===== src/sliding_window_median_core_defines.svh =====
// Assertion macros for the sliding window median core.
// Used by the RTL file that carries concurrent checks; no other dependencies.
`ifndef SLIDING_WINDOW_MEDIAN_CORE_DEFINES_SVH
`define SLIDING_WINDOW_MEDIAN_CORE_DEFINES_SVH

// Check sampled on the rising clock, switched off while reset is held
`define SWM_ASSERT(lbl, prop, msg) \
    lbl: assert property (@(posedge i_clk) disable iff (!i_rst_n) (prop)) else $error(msg);

// Check sampled on the rising clock, live during reset as well
`define SWM_ASSERT_ALWAYS(lbl, prop, msg) \
    lbl: assert property (@(posedge i_clk) (prop)) else $error(msg);

`endif


===== src/swm_pkg.sv =====
// Shared types and constants for the sliding window median core.
// No dependencies; imported by every module of the block.
`default_nettype none

package swm_pkg;

    localparam int DEF_MAX_WINDOW = 64;
    localparam int SAMPLE_W       = 32;
    localparam int CFG_W          = 7;
    localparam int OUT_W          = 33;
    localparam int OUT_TDATA_W    = 40;

    // One cell's view as seen by a neighbour
    typedef struct packed {
        logic signed [SAMPLE_W-1:0] value;
        logic                       le;     // value <= incoming sample (and valid)
    } t_link;

    // Per-cell control for one update of the sorted chain
    typedef struct packed {
        logic step;     // a request is taken this cycle, with no length write
        logic shift;    // the removed cell lies at or below this one
        logic valid_c;  // this slot is occupied once the oldest is removed
    } t_step_ctl;

endpackage

`default_nettype wire


===== src/swm_cell.sv =====
// One cell of the sorted sample chain: holds a sample and its age.
// Depends on swm_pkg; instantiated in a row by sliding_window_median_core.
`default_nettype none

module swm_cell
    import swm_pkg::*;
#(
    parameter int IDX_W = 6,
    parameter bit FIRST = 1'b0
) (
    input  wire logic                       i_clk,
    input  wire t_step_ctl                  i_ctl,
    input  wire logic signed [SAMPLE_W-1:0] i_sample,
    input  wire t_link                      i_next,      // raw state of the cell above
    input  wire logic [IDX_W-1:0]           i_next_age,
    input  wire t_link                      i_prev,      // compacted state of the cell below
    input  wire logic [IDX_W-1:0]           i_prev_age,
    output t_link                           o_raw,
    output logic [IDX_W-1:0]                o_age,
    output t_link                           o_cmp,
    output logic [IDX_W-1:0]                o_cmp_age
);

    logic signed [SAMPLE_W-1:0] r_value, n_value;
    logic [IDX_W-1:0]           r_age, n_age;

    // raw view of this cell
    assign o_raw.value = r_value;
    assign o_raw.le    = (r_value <= i_sample);
    assign o_age       = r_age;

    // view after the oldest sample has been taken out of the chain
    always_comb begin
        if (i_ctl.shift) begin
            o_cmp.value = i_next.value;
            o_cmp.le    = i_next.le & i_ctl.valid_c;
            o_cmp_age   = i_next_age;
        end else begin
            o_cmp.value = r_value;
            o_cmp.le    = o_raw.le & i_ctl.valid_c;
            o_cmp_age   = r_age;
        end
    end

    // keep, take the new sample, or take the neighbour below
    always_comb begin
        if (o_cmp.le) begin
            n_value = o_cmp.value;
            n_age   = o_cmp_age + IDX_W'(1);
        end else if (FIRST || i_prev.le) begin
            n_value = i_sample;
            n_age   = '0;
        end else begin
            n_value = i_prev.value;
            n_age   = i_prev_age + IDX_W'(1);
        end
    end

    always_ff @(posedge i_clk) begin
        if (i_ctl.step) begin
            r_value <= n_value;
            r_age   <= n_age;
        end
    end

endmodule

`default_nettype wire


===== config.mk =====
export PLATFORM = sky130hd
export DESIGN_NAME = swm_cell
export DESIGN_NICKNAME = d
export VERILOG_FILES = /design/src/sliding_window_median_core_defines.svh /design/src/swm_pkg.sv /design/src/swm_cell.sv
export SDC_FILE = /design/constraint.sdc
export NUM_CORES = 1
export LEC_CHECK = 0
export BUFFER_PORTS_ARGS = -buffer_cell sky130_fd_sc_hd__buf_2
export CORE_ASPECT_RATIO = 1.75
export CORE_UTILIZATION = 45
export DETAILED_ROUTE_END_ITERATION = 8
export PLACE_DENSITY = 0.86
export SYNTH_ARGS = -nofsm -noshare
export SYNTH_HDL_FRONTEND = slang
export SYNTH_SLANG_ARGS = --single-unit

===== constraint.sdc =====
create_clock -name i_clk -period 3.9 [get_ports i_clk]
set_input_delay 0.78 -clock i_clk [delete_from_list [all_inputs] [get_ports i_clk]]
set_output_delay 0.78 -clock i_clk [all_outputs]
set_load 0.05 [all_outputs]

* Word level (Yosys, flattened, before mapping)
Cells that the tools add are included.
Word-level totals: register bits after elaboration 38, input bits 114, output and inout bits 78, logic and storage cells 13
Cells by class: $add $sub $neg 2, order comparisons 1, multiplexer cells 6, bitwise gates (word level) 2
Operators by type and width (number):
- 32-bit 2-to-1 mux | 2
- 33-bit 2-to-1 mux | 1
- 32-bit <= comparator | 1
- 6-bit 2-to-1 mux | 3
- 6-bit by 1-bit adder with 6-bit output (second input constant) | 2
- 1-bit AND | 2

* Logic depth before layout (Yosys ltp)
depth in word-level cells 4, mapped depth 11, depth with buffers taken out 9

* Least setup slack after synthesis
No wires, ideal clock.
path kind input to output, start point input i_sample[27], end point output o_cmp[0] (netlist bit), arrival time 2.492 ns, data required time 3.120 ns, slack 0.628 ns, cell stages on the path 10, path buffers 2, cell sequence inv_1 -> ha_1 -> a21oi_1 -> o21a_1 -> a2bb2oi_2 -> nand2_1 -> a2111o_1 -> a31oi_4 -> buf_6 -> buf_12
RTL lines:
- start: declaration | RTL line swm_cell.sv:13 | input wire logic signed [SAMPLE_W-1:0] i_sample,
- end: declaration | RTL line swm_cell.sv:20 | output t_link o_cmp,

==> impl_metrics.xml <==
<?xml version="1.0" encoding="UTF-8"?>
<metrics>
  <group name="power">
    <metric name="power.density_cell_area" unit="nW/µm²">363</metric>
    <metric name="irDropWorstVdd" unit="mV">0.268</metric>
    <metric name="cellLeakagePower" unit="nW">2.27</metric>
    <metric name="fin_total_pwr" unit="mW">1.68</metric>
  </group>
  <group name="logic_synthesis">
    <metric name="synth.largest_area_cell" unit="">edfxtp_1</metric>
    <metric name="synth_fp_nets" unit="">455</metric>
    <metric name="netlist_area" unit="µm²">3490</metric>
    <metric name="synth_area_per_cell" unit="µm²">11.4</metric>
    <metric name="ys_ff_latch" unit="">38</metric>
    <metric name="synth.area.top_cells" unit="">edfxtp_1 33%, mux2_2 32%, ha_1 12%, inv_1 3.8%, mux2_4 3.4%</metric>
    <metric name="synth-warning-count" unit="">0</metric>
    <metric name="synth.top_cell.area_share" unit="%">32.7</metric>
    <metric name="seq_area_frac_synth" unit="%">32.7</metric>
    <metric name="syn_inst" unit="">307</metric>
    <metric name="synth_cell_types" unit="">35</metric>
  </group>
  <group name="layout">
    <metric name="nFillCells" unit="">611</metric>
    <metric name="area_of_combinational_cells_with_multiple_inputs" unit="µm²">2140</metric>
    <metric name="drive_above_1_share" unit="%">62.7</metric>
    <metric name="layout_utilization" unit="%">61.8</metric>
    <metric name="fin_area" unit="µm²">4640</metric>
    <metric name="n_antenna_cell" unit="">0</metric>
    <metric name="final_nets" unit="">645</metric>
    <metric name="most-common-layout-cells" unit="">191 x buf_2, 98 x mux2_2, 38 x edfxtp_1</metric>
    <metric name="final-instance-count-excl-fill" unit="">586</metric>
    <metric name="sequential_area" unit="µm²">1140</metric>
    <metric name="area_growth_syn_to_layout" unit="%">33.2</metric>
    <metric name="layout_commonest_cell" unit="">buf_2</metric>
  </group>
  <group name="clock_tree">
    <metric name="ctsLongestPathBuffers" unit="">2</metric>
    <metric name="post_cts_hold_buffer_count" unit="">0</metric>
    <metric name="ctsHtreeMaxLevel" unit="">2</metric>
    <metric name="post_cts.repair.setup_buffers" unit="">0</metric>
    <metric name="insertion_delay" unit="ns">0.28</metric>
    <metric name="post_cts_clock_slew_at_the_launch_and_capture_registers_of_the_worst_setup_and_hold_paths" unit="ns">0.06</metric>
    <metric name="tritoncts.num_buffers" unit="">5</metric>
    <metric name="tritoncts" unit="">yes</metric>
    <metric name="clock_sinks" unit="">38</metric>
    <metric name="clock_root_cell" unit="">clkbuf_16</metric>
    <metric name="post_cts_resize_count" unit="">0</metric>
  </group>
  <group name="sta">
    <metric name="fmax" unit="MHz">287</metric>
    <metric name="fin_worst_skew" unit="ns">0.00249</metric>
    <metric name="setup-violations-final" unit="">0</metric>
    <metric name="timing_hold_violations_final" unit="">0</metric>
    <metric name="layout_worst_path_cycle_share" unit="%">89.4</metric>
    <metric name="worst_pin_slew" unit="ns">0.917</metric>
    <metric name="setup_ws" unit="ns">0.412</metric>
    <metric name="slew_headroom" unit="%">38.9</metric>
    <metric name="maxSlewViolCount" unit="">0</metric>
    <metric name="timing.setup.tns" unit="ns">0</metric>
    <metric name="period_needed" unit="ns">3.49</metric>
    <metric name="rsz0062_at_grt" unit="">false</metric>
    <metric name="hold_ws" unit="ns">0.761</metric>
  </group>
  <group name="floorplan">
    <metric name="initial_core_util" unit="%">46.4</metric>
    <metric name="chip_width" unit="µm">68.5</metric>
    <metric name="fp-row-count" unit="">42</metric>
    <metric name="ios" unit="">192</metric>
    <metric name="die_y" unit="µm">118</metric>
    <metric name="core" unit="µm²">7510</metric>
    <metric name="die-area" unit="µm²">8120</metric>
  </group>
  <group name="placement">
    <metric name="place_congestion" unit="">0.840</metric>
    <metric name="detailed_place_hpwl" unit="µm">7250</metric>
    <metric name="portBuffers" unit="">191</metric>
    <metric name="place_ws" unit="ns">0.279</metric>
    <metric name="placement.cell_area" unit="µm²">4510</metric>
    <metric name="placed_instance_count" unit="">578</metric>
  </group>
  <group name="drt">
    <metric name="avgViaCountPerCell" unit="">5.25</metric>
    <metric name="detail_route.wl_per_cell" unit="µm">15.3</metric>
    <metric name="routed_wl" unit="µm">8950</metric>
    <metric name="detail_route.first_pass.iterations" unit="">4</metric>
    <metric name="drc_errors" unit="">0</metric>
    <metric name="drt_first_iter_violations" unit="">95</metric>
    <metric name="routed-via-count" unit="">3079</metric>
    <metric name="detail-route-antenna-nets" unit="">0</metric>
  </group>
  <group name="grt">
    <metric name="largest_net_degree_at_the_start_of_global_routing" unit="">39</metric>
    <metric name="first_global_vias" unit="">3185</metric>
    <metric name="grt_antenna_before_repair" unit="">0</metric>
    <metric name="grt_first_pass_wirelength" unit="µm">14100</metric>
    <metric name="global_route.usage.total" unit="%">23.1</metric>
    <metric name="grt_overflow" unit="">0</metric>
  </group>
  <group name="worst_hold_path">
    <metric name="hold_path_class" unit="">reg -&gt; reg</metric>
  </group>
  <group name="critical_path">
    <metric name="worst_setup_path_end_kind" unit="">primary output</metric>
    <metric name="critical_path.max_fanout" unit="">2</metric>
    <metric name="setup.worst_path.class" unit="">in -&gt; out</metric>
    <metric name="worst_setup_path_start_kind" unit="">input port</metric>
    <metric name="critical_path_arrival" unit="ns">2.71</metric>
    <metric name="required" unit="ns">3.12</metric>
  </group>
  <group name="outcome">
    <metric name="status" unit="">finished, final reports clean</metric>
  </group>
  <group name="flow_run">
    <metric name="drv.max_cap_violation_count" unit="">0</metric>
  </group>
</metrics>
## worst max-delay path: stages
cell and delay, ns:
buf_2 0.09, inv_1 0.04, ha_1 0.29, nand2_1 0.06
nor2_1 0.16, nor4b_1 0.31, buf_4 0.18, nand3_1 0.07
and3_2 0.25, a31oi_4 0.16, buf_2 0.32
## layout make-up
| class | count | share of cell area (%) |
|---|---|---|
| Tap cell | 88 | 2.37 |
| Inverter | 35 | 2.83 |
| Timing Repair Buffer | 195 | 21.2 |
| Clock inverter | 2 | 0.189 |
| Sequential cell | 38 | 24.6 |
| Clock buffer | 6 | 2.77 |
| Multi-Input combinational cell | 222 | 46.0 |
## synthesized netlist by cell type
| master | n |
|---|---|
| o21ai_0 | 5 |
| a211o_1 | 1 |
| nand2_1 | 13 |
| buf_4 | 2 |
| nor2_1 | 9 |
| nand2b_1 | 1 |
| and3_2 | 1 |
| nor3_1 | 1 |
| nand4_1 | 5 |
| buf_1 | 1 |
| buf_6 | 1 |
| mux2_4 | 8 |
| buf_12 | 1 |
| mux2i_1 | 1 |
| nor4_2 | 1 |
| a2bb2oi_2 | 1 |
| xor2_1 | 5 |
| mux2_2 | 98 |
| clkbuf_1 | 7 |
| o21ai_1 | 2 |
| a31oi_4 | 1 |
| ha_1 | 34 |
| and3_1 | 2 |
| or2_2 | 1 |
| nand3_1 | 8 |
| a21oi_1 | 15 |
| edfxtp_1 | 38 |
| and4_1 | 1 |
| a2111o_1 | 1 |
| nor4b_1 | 1 |
| xnor2_1 | 3 |
| inv_1 | 35 |
| o211ai_1 | 1 |
| nor2b_1 | 1 |
| o21a_1 | 1 |
## where the power goes
group | switching, mW | internal [mW]
combinational | 0.496 | 0.270
sequential | 0.0289 | 0.506
clock | 0.150 | 0.233
total | 0.675 | 1.01
## kinds of logic after synthesis
logic type / Yosys count / share of synthesized area, %
mux: 107 / 35.4
buf+inv: 47 / 5.96
simple gates: 45 / 6.53
flops: 38 / 32.7
fa+ha+maj: 34 / 12.2
compound gates: 28 / 5.20
xor+xnor: 8 / 2.01
## routing by layer
layer | track usage (%) | vias up | part of all wire [%]
met5 | 0 | - | 0
met4 | 10.2 | 0 | 2.6
met3 | 4.34 | 16 | 5.7
met2 | 40.7 | 121 | 54
met1 | 25.4 | 1436 | 37
li1 | - | 1506 | -
## flip-flops by register name (all words and copies together) (netlist names)
signal,count
o_age,6
r_value,32
## final timing paths
path	startpoint	to	slack (ns)	cells after the start
worst max-delay path	i_sample[9]	o_cmp[0]	0.41	11
worst min-delay path	r_value[16]	r_value[16]	0.76	2
worst max register to register	r_value[9]	r_value[7]	0.81	10
worst min register to register	r_value[16]	r_value[16]	0.76	2
(Power assumes the default switching activity.)
